[src/zsp_pkg.sv]
// zsp_pkg: types, constants and frame check functions for the zmodem subpacket encoder
// no dependencies
`timescale 1ns / 1ps
`default_nettype none

package zsp_pkg;

    localparam logic [7:0] ZDLE_CHAR     = 8'h18;
    localparam logic [7:0] XON_CHAR      = 8'h11;
    localparam logic [7:0] FE_BASE_CHAR  = 8'h68;
    localparam logic [7:0] ESC_FLIP      = 8'h40;
    localparam logic [1:0] FE_ZCRCW      = 2'd3;
    localparam logic [31:0] CRC32_POLY   = 32'hEDB88320;
    localparam logic [15:0] CRC16_POLY   = 16'h1021;
    localparam logic [31:0] CRC32_INIT   = 32'hFFFFFFFF;
    localparam int ZSP_QUEUE_DEPTH       = 2;

    // crc byte index: 32-bit check sends four, 16-bit sends two
    localparam logic [1:0] CRC32_LAST_IDX = 2'd3;
    localparam logic [1:0] CRC16_LAST_IDX = 2'd1;

    typedef enum logic [2:0] {
        PH_DATA,
        PH_ZDLE,
        PH_FE,
        PH_CRC,
        PH_XON
    } phase_t;

    typedef struct packed {
        logic        has_data;
        logic [7:0]  data_byte;
        logic        is_last;
        logic [1:0]  frame_end;
        logic        crc32_mode;
        logic [31:0] crc_out;
    } job_t;

    function automatic logic needs_escape(input logic [7:0] b);
        logic [6:0] low;
        low = b[6:0];
        return (low == 7'h10) || (low == 7'h11) || (low == 7'h13) || (low == 7'h18);
    endfunction

    function automatic logic [31:0] crc32_fold(input logic [31:0] crc_in,
                                               input logic [7:0] b);
        logic [31:0] c;
        c = crc_in ^ {24'h0, b};
        for (int i = 0; i < 8; i++) begin
            c = (c >> 1) ^ (c[0] ? CRC32_POLY : 32'h0);
        end
        return c;
    endfunction

    function automatic logic [15:0] crc16_fold(input logic [15:0] crc_in,
                                               input logic [7:0] b);
        logic [15:0] c;
        c = crc_in ^ {b, 8'h00};
        for (int i = 0; i < 8; i++) begin
            c = {c[14:0], 1'b0} ^ (c[15] ? CRC16_POLY : 16'h0);
        end
        return c;
    endfunction

    function automatic logic [31:0] crc_fold(input logic mode32,
                                             input logic [31:0] crc_in,
                                             input logic [7:0] b);
        if (mode32) begin
            return crc32_fold(crc_in, b);
        end else begin
            return {16'h0, crc16_fold(crc_in[15:0], b)};
        end
    endfunction

endpackage

`default_nettype wire

[src/zmodem_subpacket_encoder.sv]
// zmodem_subpacket_encoder: top level, config register and front/queue/back wiring
// depends on zsp_pkg, zsp_front, zsp_queue, zsp_back
`timescale 1ns / 1ps
`default_nettype none

// ZMODEM binary data subpacket encoder. One input transfer carries one payload byte
// (or none) and may close the packet; the block sends the byte ZDLE-escaped, and on
// close sends ZDLE, the frame-end character, the escaped CRC and XON after ZCRCW.
// The front end takes an item when the queue is not full and folds it into the CRC; a
// job queue of QUEUE_DEPTH entries feeds the back end, which sends one line byte per
// cycle from its output register while a job is queued and m_ready does not stall it.
// An item yields 1 or 2 line bytes for a payload byte, up to 13 for a closing item; an
// empty item yields no byte and is not queued. The user must write use_crc32 through
// cfg_we/cfg_wdata only while the block is idle; the block itself does not enforce it.

module zmodem_subpacket_encoder
    import zsp_pkg::*;
#(
    parameter int QUEUE_DEPTH = ZSP_QUEUE_DEPTH
) (
    input  wire logic       aclk,
    input  wire logic       aresetn,
    input  wire logic       cfg_we,
    input  wire logic       cfg_wdata,
    input  wire logic       s_valid,
    output logic            s_ready,
    input  wire logic [7:0] s_data_byte,
    input  wire logic       s_data_valid,
    input  wire logic       s_last_of_packet,
    input  wire logic [1:0] s_frame_end,
    output logic            m_valid,
    input  wire logic       m_ready,
    output logic [7:0]      m_out_byte,
    output logic            m_last_of_run
);

    logic use_crc32_reg;
    logic q_full, q_push, q_pop, q_head_valid;
    job_t q_push_job, q_head_job;

    always_ff @(posedge aclk) begin
        if (!aresetn) begin
            use_crc32_reg <= 1'b0;
        end else if (cfg_we) begin
            use_crc32_reg <= cfg_wdata;
        end
    end

    zsp_front u_front (
        .aclk             (aclk),
        .aresetn          (aresetn),
        .use_crc32        (use_crc32_reg),
        .s_valid          (s_valid),
        .s_ready          (s_ready),
        .s_data_byte      (s_data_byte),
        .s_data_valid     (s_data_valid),
        .s_last_of_packet (s_last_of_packet),
        .s_frame_end      (s_frame_end),
        .q_full           (q_full),
        .q_push           (q_push),
        .q_job            (q_push_job)
    );

    zsp_queue #(
        .QUEUE_DEPTH (QUEUE_DEPTH)
    ) u_queue (
        .aclk       (aclk),
        .aresetn    (aresetn),
        .push       (q_push),
        .push_job   (q_push_job),
        .full       (q_full),
        .pop        (q_pop),
        .head_valid (q_head_valid),
        .head_job   (q_head_job)
    );

    zsp_back u_back (
        .aclk          (aclk),
        .aresetn       (aresetn),
        .head_valid    (q_head_valid),
        .head_job      (q_head_job),
        .pop           (q_pop),
        .m_valid       (m_valid),
        .m_ready       (m_ready),
        .m_out_byte    (m_out_byte),
        .m_last_of_run (m_last_of_run)
    );

endmodule

`default_nettype wire

[src/zsp_front.sv]
// zsp_front: accepts input items, runs the frame check and builds a job for each non-empty item
// depends on zsp_pkg
`timescale 1ns / 1ps
`default_nettype none

module zsp_front
    import zsp_pkg::*;
(
    input  wire logic       aclk,
    input  wire logic       aresetn,
    input  wire logic       use_crc32,
    input  wire logic       s_valid,
    output logic            s_ready,
    input  wire logic [7:0] s_data_byte,
    input  wire logic       s_data_valid,
    input  wire logic       s_last_of_packet,
    input  wire logic [1:0] s_frame_end,
    input  wire logic       q_full,
    output logic            q_push,
    output job_t            q_job
);

    logic [31:0] crc_reg, crc_next;
    logic        open_reg, open_next;
    logic [31:0] crc_init, crc_data, crc_fe;
    logic [7:0]  fe_char;
    logic        accept;

    assign s_ready = !q_full;
    assign accept  = s_valid && s_ready;
    assign fe_char = FE_BASE_CHAR + {6'h0, s_frame_end};

    always_comb begin
        crc_init = open_reg ? crc_reg : (use_crc32 ? CRC32_INIT : 32'h0);
        crc_data = s_data_valid ? crc_fold(use_crc32, crc_init, s_data_byte) : crc_init;
        crc_fe   = s_last_of_packet ? crc_fold(use_crc32, crc_data, fe_char) : crc_data;
        crc_next  = crc_reg;
        open_next = open_reg;
        if (accept) begin
            crc_next  = crc_fe;
            open_next = !s_last_of_packet;
        end
    end

    always_comb begin
        q_push            = accept && (s_data_valid || s_last_of_packet);
        q_job.has_data    = s_data_valid;
        q_job.data_byte   = s_data_byte;
        q_job.is_last     = s_last_of_packet;
        q_job.frame_end   = s_frame_end;
        q_job.crc32_mode  = use_crc32;
        q_job.crc_out     = use_crc32 ? ~crc_fe : {16'h0, crc_fe[15:0]};
    end

    always_ff @(posedge aclk) begin
        if (!aresetn) begin
            crc_reg  <= 32'h0;
            open_reg <= 1'b0;
        end else begin
            crc_reg  <= crc_next;
            open_reg <= open_next;
        end
    end

endmodule

`default_nettype wire

[src/zsp_queue.sv]
// zsp_queue: short job queue between the front and the back end
// depends on zsp_pkg
`timescale 1ns / 1ps
`default_nettype none

module zsp_queue
    import zsp_pkg::*;
#(
    parameter int QUEUE_DEPTH = ZSP_QUEUE_DEPTH
) (
    input  wire logic aclk,
    input  wire logic aresetn,
    input  wire logic push,
    input  wire job_t push_job,
    output logic      full,
    input  wire logic pop,
    output logic      head_valid,
    output job_t      head_job
);

    localparam int PTR_W = (QUEUE_DEPTH > 1) ? $clog2(QUEUE_DEPTH) : 1;
    localparam int CNT_W = $clog2(QUEUE_DEPTH + 1);
    localparam logic [PTR_W-1:0] LAST_PTR = PTR_W'(QUEUE_DEPTH - 1);
    localparam logic [CNT_W-1:0] FULL_CNT = CNT_W'(QUEUE_DEPTH);

    job_t             entry_reg [QUEUE_DEPTH];
    logic [PTR_W-1:0] wr_ptr_reg, wr_ptr_next;
    logic [PTR_W-1:0] rd_ptr_reg, rd_ptr_next;
    logic [CNT_W-1:0] count_reg, count_next;
    logic             do_push, do_pop;

    assign full       = (count_reg == FULL_CNT);
    assign head_valid = (count_reg != '0);
    assign head_job   = entry_reg[rd_ptr_reg];
    assign do_push    = push && !full;
    assign do_pop     = pop && head_valid;

    always_comb begin
        wr_ptr_next = wr_ptr_reg;
        rd_ptr_next = rd_ptr_reg;
        count_next  = count_reg;
        if (do_push) begin
            wr_ptr_next = (wr_ptr_reg == LAST_PTR) ? '0 : wr_ptr_reg + 1'b1;
        end
        if (do_pop) begin
            rd_ptr_next = (rd_ptr_reg == LAST_PTR) ? '0 : rd_ptr_reg + 1'b1;
        end
        if (do_push && !do_pop) begin
            count_next = count_reg + 1'b1;
        end else if (do_pop && !do_push) begin
            count_next = count_reg - 1'b1;
        end
    end

    always_ff @(posedge aclk) begin
        if (!aresetn) begin
            wr_ptr_reg <= '0;
            rd_ptr_reg <= '0;
            count_reg  <= '0;
        end else begin
            wr_ptr_reg <= wr_ptr_next;
            rd_ptr_reg <= rd_ptr_next;
            count_reg  <= count_next;
        end
    end

    always_ff @(posedge aclk) begin
        if (do_push) begin
            entry_reg[wr_ptr_reg] <= push_job;
        end
    end

endmodule

`default_nettype wire

[src/zsp_back.sv]
// zsp_back: byte sequencer that turns jobs into escaped line bytes, output register
// depends on zsp_pkg
`timescale 1ns / 1ps
`default_nettype none

module zsp_back
    import zsp_pkg::*;
(
    input  wire logic aclk,
    input  wire logic aresetn,
    input  wire logic head_valid,
    input  wire job_t head_job,
    output logic      pop,
    output logic       m_valid,
    input  wire logic  m_ready,
    output logic [7:0] m_out_byte,
    output logic       m_last_of_run
);

    phase_t     phase_reg, phase_next, cur_phase;
    logic       esc_reg, esc_next;
    logic [1:0] idx_reg, idx_next;
    logic       m_valid_reg, m_valid_next;
    logic [7:0] byte_reg;
    logic       last_reg;

    logic [7:0] raw_byte, crc_byte, emit_byte;
    logic [1:0] last_idx;
    logic       step_done, run_end, fire;

    assign fire    = head_valid && (!m_valid_reg || m_ready);
    assign pop     = fire && run_end;
    assign last_idx = head_job.crc32_mode ? CRC32_LAST_IDX : CRC16_LAST_IDX;

    // a job without data always closes a packet
    assign cur_phase = (phase_reg == PH_DATA && !head_job.has_data) ? PH_ZDLE : phase_reg;

    always_comb begin
        if (head_job.crc32_mode) begin
            case (idx_reg)
                2'd0:    crc_byte = head_job.crc_out[7:0];
                2'd1:    crc_byte = head_job.crc_out[15:8];
                2'd2:    crc_byte = head_job.crc_out[23:16];
                default: crc_byte = head_job.crc_out[31:24];
            endcase
        end else begin
            crc_byte = idx_reg[0] ? head_job.crc_out[7:0] : head_job.crc_out[15:8];
        end
    end

    // outputs of the sequencer
    always_comb begin
        unique case (cur_phase)
            PH_DATA: raw_byte = head_job.data_byte;
            PH_ZDLE: raw_byte = ZDLE_CHAR;
            PH_FE:   raw_byte = FE_BASE_CHAR + {6'h0, head_job.frame_end};
            PH_CRC:  raw_byte = crc_byte;
            PH_XON:  raw_byte = XON_CHAR;
            default: raw_byte = XON_CHAR;
        endcase
        if (esc_reg) begin
            emit_byte = raw_byte ^ ESC_FLIP;
            step_done = 1'b1;
        end else if ((cur_phase == PH_DATA || cur_phase == PH_CRC) && needs_escape(raw_byte)) begin
            emit_byte = ZDLE_CHAR;
            step_done = 1'b0;
        end else begin
            emit_byte = raw_byte;
            step_done = 1'b1;
        end
        run_end = step_done && (
            (cur_phase == PH_DATA && !head_job.is_last) ||
            (cur_phase == PH_CRC && idx_reg == last_idx && head_job.frame_end != FE_ZCRCW) ||
            (cur_phase == PH_XON));
    end

    // next state
    always_comb begin
        phase_next   = phase_reg;
        idx_next     = idx_reg;
        esc_next     = esc_reg;
        m_valid_next = m_valid_reg;
        if (!m_valid_reg || m_ready) begin
            m_valid_next = head_valid;
        end
        if (fire) begin
            esc_next = !step_done;
            if (run_end) begin
                phase_next = PH_DATA;
                idx_next   = 2'd0;
            end else if (step_done) begin
                unique case (cur_phase)
                    PH_DATA: phase_next = PH_ZDLE;
                    PH_ZDLE: phase_next = PH_FE;
                    PH_FE: begin
                        phase_next = PH_CRC;
                        idx_next   = 2'd0;
                    end
                    PH_CRC: begin
                        if (idx_reg == last_idx) begin
                            phase_next = PH_XON;
                        end else begin
                            idx_next = idx_reg + 2'd1;
                        end
                    end
                    default: phase_next = PH_DATA;
                endcase
            end
        end
    end

    always_ff @(posedge aclk) begin
        if (!aresetn) begin
            phase_reg   <= PH_DATA;
            idx_reg     <= 2'd0;
            esc_reg     <= 1'b0;
            m_valid_reg <= 1'b0;
        end else begin
            phase_reg   <= phase_next;
            idx_reg     <= idx_next;
            esc_reg     <= esc_next;
            m_valid_reg <= m_valid_next;
        end
    end

    always_ff @(posedge aclk) begin
        if (fire) begin
            byte_reg <= emit_byte;
            last_reg <= run_end;
        end
    end

    assign m_valid       = m_valid_reg;
    assign m_out_byte    = byte_reg;
    assign m_last_of_run = last_reg;

endmodule

`default_nettype wire

[config.mk]
export PLATFORM = sky130hd
export DESIGN_NAME = zmodem_subpacket_encoder
export DESIGN_NICKNAME = d
export VERILOG_FILES = /design/src/zsp_pkg.sv /design/src/zmodem_subpacket_encoder.sv /design/src/zsp_front.sv /design/src/zsp_queue.sv /design/src/zsp_back.sv
export SDC_FILE = /design/constraint.sdc
export NUM_CORES = 1
export LEC_CHECK = 0
export BUFFER_PORTS_ARGS = -buffer_cell sky130_fd_sc_hd__buf_2
export CORE_MARGIN = 8
export CORE_UTILIZATION = 50
export CTS_BUF_LIST = sky130_fd_sc_hd__clkbuf_16
export CTS_CLUSTER_SIZE = 30
export DETAILED_ROUTE_END_ITERATION = 12
export GPL_TIMING_DRIVEN = 0
export PLACE_DENSITY = 0.66
export SETUP_SLACK_MARGIN = 0.3
export SYNTH_ARGS = -nofsm -noshare
export SYNTH_HDL_FRONTEND = slang
export SYNTH_SLANG_ARGS = --single-unit
[constraint.sdc]
create_clock -name aclk -period 15.3 [get_ports aclk]
set_input_delay 3.06 -clock aclk [delete_from_list [all_inputs] [get_ports aclk]]
set_output_delay 3.06 -clock aclk [all_outputs]
set_load 0.03 [all_outputs]
==> results.sh, run 1 <==
export IMPL_finalCriticalPeriod_ns=6.61
export IMPL_num_antenna_cells=0
export IMPL_hp_class="flip-flop to flip-flop"
export IMPL_io_buffers=27
export IMPL_crit_family="buffers and inverters"
export IMPL_fmax_mhz=151
export IMPL_switching_share_pct=41.0
export IMPL_ant_nets=0
export IMPL_cts_tree="done"
export IMPL_drt_iter0_markers=872
export IMPL_drv_slew=0
export IMPL_cellPowerDensity_nw_per_um2=169
export IMPL_htree_levels=4
export IMPL_status="finished clean"
export IMPL_crit_type="input pin to flip-flop"
export IMPL_synth_largest_area_cell="edfxtp_1"
export IMPL_yosysTopAreaCellShare_pct=28.7
export IMPL_ir_drop_mv=0.0908
export IMPL_overflow=0
export IMPL_vias=8838
export IMPL_insertion_delay_ns=0.43
export IMPL_largest_reg_flops=90
export IMPL_clk_pin_slew_worst_paths_ns=0.06
export IMPL_firstDrtPassIters=6
export IMPL_grt_max_degree=36
export IMPL_viasPerCell=6.27
export IMPL_arrival_ns=6.77
export IMPL_final_area_um2=11500
export IMPL_cts_buffers=17
export IMPL_coreArea_um2=20300
export IMPL_slowest_stage="a221oi_1"
export IMPL_setup_tns_ns=0
export IMPL_p_int_w=0.00114
export IMPL_synth_edf_count=99
export IMPL_drc=0
export IMPL_p_leak_nw=4.11
export IMPL_worst_pin_slew_ns=0.904
export IMPL_ios=29
export IMPL_nets=1150
export IMPL_multiInputGateArea_um2=6030
export IMPL_drive_gt1_share_pct=14.3
export IMPL_combPwrFrac_pct=49.8
export IMPL_wl_mm=34.1
export IMPL_synth_warnings=0
export IMPL_clock_power_share_pct=21.2
export IMPL_ctsHoldBuffers=0
export IMPL_synth_cell_types=87
export IMPL_cts_root_buf="clkbuf_16"
export IMPL_synth_commonest_cells="111 x xnor2_1, 99 x edfxtp_1, 83 x nand2_1"
export IMPL_crit_fanout=10
export IMPL_grt_setup_unrepaired="no"
export IMPL_avgSynthCellArea_um2=9.62
export IMPL_antenna_found_initial=0
export IMPL_setup_viol=0
export IMPL_synth_main_ff_cell="edfxtp_1"
export IMPL_postCtsSetupRepairBufs=0
export IMPL_ys_async_sr_fraction_pct=0
export IMPL_clockBufferDepth=2
export IMPL_gp_congestion=0.996
export IMPL_cp_num_buf_inv=7
export IMPL_grt_pass1_wl_mm=51.8
export IMPL_fp_dieArea_um2=25600
export IMPL_max_cap_violations=0
export IMPL_cp_end_kind="flip-flop"
export IMPL_path_cells="buf_2 > clkbuf_2 > buf_2 > buf_2 > buf_1 > clkbuf_1 > buf_1 > a221oi_1 > a221oi_1 > xor2_1 > nand2_1 > o211a_1"
export IMPL_grt_pass1_vias=8402
export IMPL_timing_final_crit_share_pct=43.2
export IMPL_grt_util_all_layers_pct=26.4
export IMPL_seq_area_frac_synth_pct=37.5
export IMPL_pwr_share_seq_pct=29.0
export IMPL_fp_dieW_um=160
export IMPL_fillCellCount=1864
export IMPL_dpl_instance_area_um2=10900
export IMPL_critPathRequiredTime_ns=15.46
export IMPL_syn_nets=1102
export IMPL_ys_ff_latch=145
export IMPL_critPathMaxStageDelay_ns=0.71
export IMPL_skew_ns=0.00887
export IMPL_r2r_setup_slack_ns=10.76
export IMPL_start_kind="input pin"
export IMPL_relSlewSlack_pct=39.5
export IMPL_die_h_um=160
export IMPL_critPathMostFrequentCell="buf_2"
export IMPL_area_delta_synth_final_pct=10.6
export IMPL_synth_top_cells_by_area="edfxtp_1 29%, xnor2_1 9.4%, dfxtp_1 8.9%"
export IMPL_hold_violations=0
export IMPL_post_cts_resize_count=0
export IMPL_rows=52
export IMPL_wl_per_cell_um=24.2
export IMPL_synth_area_um2=10400
export IMPL_syn_instance_count=1079
export IMPL_start_util_pct=51.1
export IMPL_seqCellArea_um2=3890
export IMPL_fin_hold_ws_ns=0.555
export IMPL_numClockSinks=145
export IMPL_place_hpwl_mm=25.7
export IMPL_p_switching_w=0.000795
export IMPL_yosys_cell_count_top_type="xnor2_1"
## logic make-up after synthesis
| kind of cell | share of synthesized area [%] |
|---|---|
| AO/OA/AOI/OAI | 19.3 |
| XOR/XNOR | 19.2 |
| adder cells (fa/ha/maj) | 0.603 |
| buffers and inverters | 4.40 |
| flip-flops | 37.5 |
| multiplexers | 6.36 |
| AND/OR/NAND/NOR | 12.7 |
## stage by stage
stage / total power [W] / worst slack (ns) / utilization (%) / instances
final: 0.00194 / 8.69 / 56.5 / 1410
after global routing: 0.00203 / 8.61 / 56.5 / 1410
after CTS: 0.00192 / 8.86 / 56.5 / 1410
after detailed placement: 0.00151 / 8.40 / 53.7 / 1378
after global placement: 0.00150 / 6.32 / 53.4 / 1376
after floorplan: 0.00126 / 8.32 / - / 1079
## power groups by stage
| stage | Sequential [W] | Clock [W] | Combinational [W] |
|---|---|---|---|
| 3_5_place_dp | 0.000567 | 0 | 0.000940 |
| 4_1_cts | 0.000561 | 0.000413 | 0.000946 |
| 2_1_floorplan | 0.000581 | 0 | 0.000683 |
| 3_3_place_gp | 0.000570 | 0 | 0.000932 |
| 6_report | 0.000562 | 0.000410 | 0.000966 |
| 5_1_grt | 0.000568 | 0.000430 | 0.00103 |
## path summary, 6_finish.rpt
path	from	end	cells after the start
setup / recovery	s_data_valid	u_queue.entry_reg[0][13]	12
hold reg to reg	u_back.idx_reg[1]	u_back.idx_reg[1]	2
setup reg to reg	flip-flop	u_queue.count_reg[1]	13
hold / removal	u_back.idx_reg[1]	u_back.idx_reg[1]	2
## worst min-delay path, delay by kind of cell (launching register included)
family	cells	cell delay (ns)
DFF	1	0.37
AOI/OAI and AO/OA	1	0.06
and+or+nand+nor	1	0.08
## layer usage
| metal | track usage (%) | vias to the layer above | part of all wire [%] |
|---|---|---|---|
| li1 | - | 4011 | - |
| met1 | 34.0 | 4227 | 41 |
| met2 | 41.3 | 487 | 46 |
| met3 | 5.45 | 113 | 8.9 |
| met4 | 13.3 | 0 | 5.0 |
| met5 | 0 | - | 0 |
## layout by cell type, fill, tap and decap left out, types with 8 or more instances in the layout
master / count
clkbuf_1: 39
xnor3_1: 10
a31oi_1: 13
mux2i_1: 31
nand2_1: 83
nand2b_1: 10
xnor2_1: 111
o211ai_1: 16
a22oi_1: 12
inv_1: 15
xnor2_2: 9
mux2_2: 31
a221oi_1: 9
o21ai_0: 70
o221ai_1: 9
nand3_1: 26
nor2b_1: 10
and3_1: 8
buf_2: 57
dfxtp_1: 46
a21oi_1: 72
nor2_1: 74
clkbuf_16: 17
a211oi_1: 13
edfxtp_1: 99
xor2_1: 61
and2_1: 18
nand4_1: 8
## cell type report
| class | instances | share of cell area [%] |
|---|---|---|
| Multi-Input combinational cell | 833 | 52.6 |
| Buffer | 85 | 3.46 |
| Tap cell | 270 | 2.94 |
| Clock inverter | 15 | 1.32 |
| Timing Repair Buffer | 29 | 1.53 |
| Clock buffer | 17 | 3.71 |
| Sequential cell | 145 | 33.9 |
| Inverter | 16 | 0.523 |
Note: power is estimated with default switching activity, not from simulation.
==> run 2: changes to the inputs <==
--- a/config.mk
+++ b/config.mk
@@ -12,7 +12,7 @@
 export CTS_CLUSTER_SIZE = 30
 export DETAILED_ROUTE_END_ITERATION = 12
 export GPL_TIMING_DRIVEN = 0
-export PLACE_DENSITY = 0.66
+export PLACE_DENSITY = 0.69
 export SETUP_SLACK_MARGIN = 0.3
 export SYNTH_ARGS = -nofsm -noshare
 export SYNTH_HDL_FRONTEND = slang
==> constraint.sdc (replaced) <==
create_clock -name aclk -period 5.79 [get_ports aclk]
set_input_delay 1.158 -clock aclk [delete_from_list [all_inputs] [get_ports aclk]]
set_output_delay 1.158 -clock aclk [all_outputs]
set_load 0.03 [all_outputs]
==> run 2 against run 1 <==
Clock skew barely moved. Final cell count unchanged. Largest cell class unchanged. Sequential share of layout area fell by 0.10 points. Die area unchanged. Setup slack worse by 7.6 ns. Non-clock buffer count unchanged. Critical path depth is the same. Highest routed layer unchanged. Critical path type unchanged. Wire length increased by 2.0%. Via count is 2.7% higher. Sequential power rose to 2.7 times the previous value.
==> results.sh, run 2 (synthesized netlist as in run 1, its figures left out) <==
export IMPL_status="finished clean"
export IMPL_min_path_cells=2
export IMPL_worst_pin_slew_ns=0.948
export IMPL_ant_nets=0
export IMPL_setup_viol=0
export IMPL_start_util_pct=51.1
export IMPL_ios=29
export IMPL_fmax_mhz=213
export IMPL_crit_fanout=10
export IMPL_grt_max_degree=36
export IMPL_htree_levels=4
export IMPL_rows=52
export IMPL_ir_drop_mv=0.232
export IMPL_hp_class="flip-flop to flip-flop"
export IMPL_die_h_um=160
export IMPL_cts_buffers=17
export IMPL_timing_final_crit_share_pct=81.2
export IMPL_nets=1150
export IMPL_overflow=0
export IMPL_grt_util_all_layers_pct=26.7
export IMPL_clk_pin_slew_worst_paths_ns=0.06
export IMPL_fillCellCount=1817
export IMPL_hold_violations=0
export IMPL_cp_end_kind="flip-flop"
export IMPL_utilization_pct=56.7
export IMPL_mostFrequentLayoutCell="xnor2_1"
export IMPL_hold_path_end="u_queue.count_reg[1]"
export IMPL_grt_pass1_vias=8784
export IMPL_finalCriticalPeriod_ns=4.70
export IMPL_fin_hold_ws_ns=0.534
export IMPL_r2r_setup_slack_ns=1.35
export IMPL_setup_tns_ns=0
export IMPL_area_delta_synth_final_pct=10.9
export IMPL_coreArea_um2=20300
export IMPL_cts_tree="done"
export IMPL_post_cts_resize_count=0
export IMPL_start_kind="input pin"
export IMPL_relSlewSlack_pct=35.0
export IMPL_firstDrtPassIters=5
export IMPL_postCtsSetupRepairBufs=0
export IMPL_drv_slew=0
export IMPL_drt_iter0_markers=1054
export IMPL_io_buffers=27
export IMPL_skew_ns=0.00920
export IMPL_wl_mm=34.7
export IMPL_largest_reg_flops=90
export IMPL_grt_setup_unrepaired="no"
export IMPL_crit_type="input pin to flip-flop"
export IMPL_antenna_found_initial=0
export IMPL_most_common_layout_cells="111 x xnor2_1, 99 x edfxtp_1, 83 x nand2_1"
export IMPL_max_cap_violations=0
export IMPL_num_antenna_cells=0
export IMPL_r2r_end="u_queue.entry_reg[1][14]"
export IMPL_clockBufferDepth=2
export IMPL_numClockSinks=145
export IMPL_p_leak_nw=4.12
export IMPL_vias=9081
export IMPL_gp_congestion=1.03
export IMPL_fp_dieW_um=160
export IMPL_viasPerCell=6.44
export IMPL_critPathRequiredTime_ns=5.96
export IMPL_grt_pass1_wl_mm=52.6
export IMPL_final_area_um2=11500
export IMPL_dpl_instance_area_um2=10900
export IMPL_place_hpwl_mm=25.8
export IMPL_ctsHoldBuffers=0
export IMPL_cts_root_buf="clkbuf_16"
export IMPL_drc=0
export IMPL_cellPowerDensity_nw_per_um2=450
export IMPL_worstHoldStart="u_queue.count_reg[1]"
export IMPL_insertion_delay_ns=0.43
export IMPL_reg2regPathDepth=9
export IMPL_drive_gt1_share_pct=14.5
export IMPL_arrival_ns=4.87
export IMPL_fp_dieArea_um2=25600
export IMPL_r2r_start="use_crc32_reg"
export IMPL_wl_per_cell_um=24.6
[run 2: worst max path at each step]
stage / from / to / depth (start not counted)
finish: s_data_valid / u_queue.entry_reg[0][13] / 12
floorplan: s_data_valid / u_queue.entry_reg[0][0] / 8
CTS: s_data_valid / u_queue.entry_reg[0][13] / 12
global route: flip-flop / u_queue.count_reg[1] / 14
global placement: s_data_valid / u_queue.entry_reg[0][18] / 9
detailed placement: s_data_valid / u_queue.entry_reg[0][13] / 12
[run 2: layer usage]
layer	share of wire, %	GRT usage (%)	routed length, um
met4	5.5	15.5	1920
met1	41	34.0	14100
met2	44	41.4	15500
met3	9.3	5.48	3220
met5	0	0	0
[run 2: final cells by class]
cell class,count,area [um^2],area share [%]
Clock buffer,18,450,3.91
Timing Repair Buffer,29,175,1.52
Sequential cell,145,3890,33.8
Buffer,85,397,3.45
Tap cell,270,338,2.94
Clock inverter,14,161,1.40
Inverter,16,60.1,0.522
Multi-Input combinational cell,833,6030,52.4
[run 2: through the flow]
stage	total power, W	setup WS, ns	cells
finish	0.00518	1.09	1410
detailed placement	0.00399	0.821	1378
global placement	0.00397	-1.24	1376
global route	0.00541	1.01	1410
floorplan	0.00334	0.708	1079
CTS	0.00512	1.25	1410
[run 2: power by group]
part           switching (W)  internal (W)
Combinational        0.00158      0.000989
Clock               0.000431      0.000700
Sequential          0.000118       0.00137
Total                0.00213       0.00306
[run 2: critical path, cell delays in order]
cell	delay, ns
buf_2	0.12
clkbuf_2	0.19
buf_2	0.25
buf_2	0.27
buf_1	0.37
clkbuf_1	0.51
buf_1	0.55
a221oi_1	0.22
a221oi_1	0.70
xor2_1	0.21
nand2_1	0.12
o211a_1	0.20
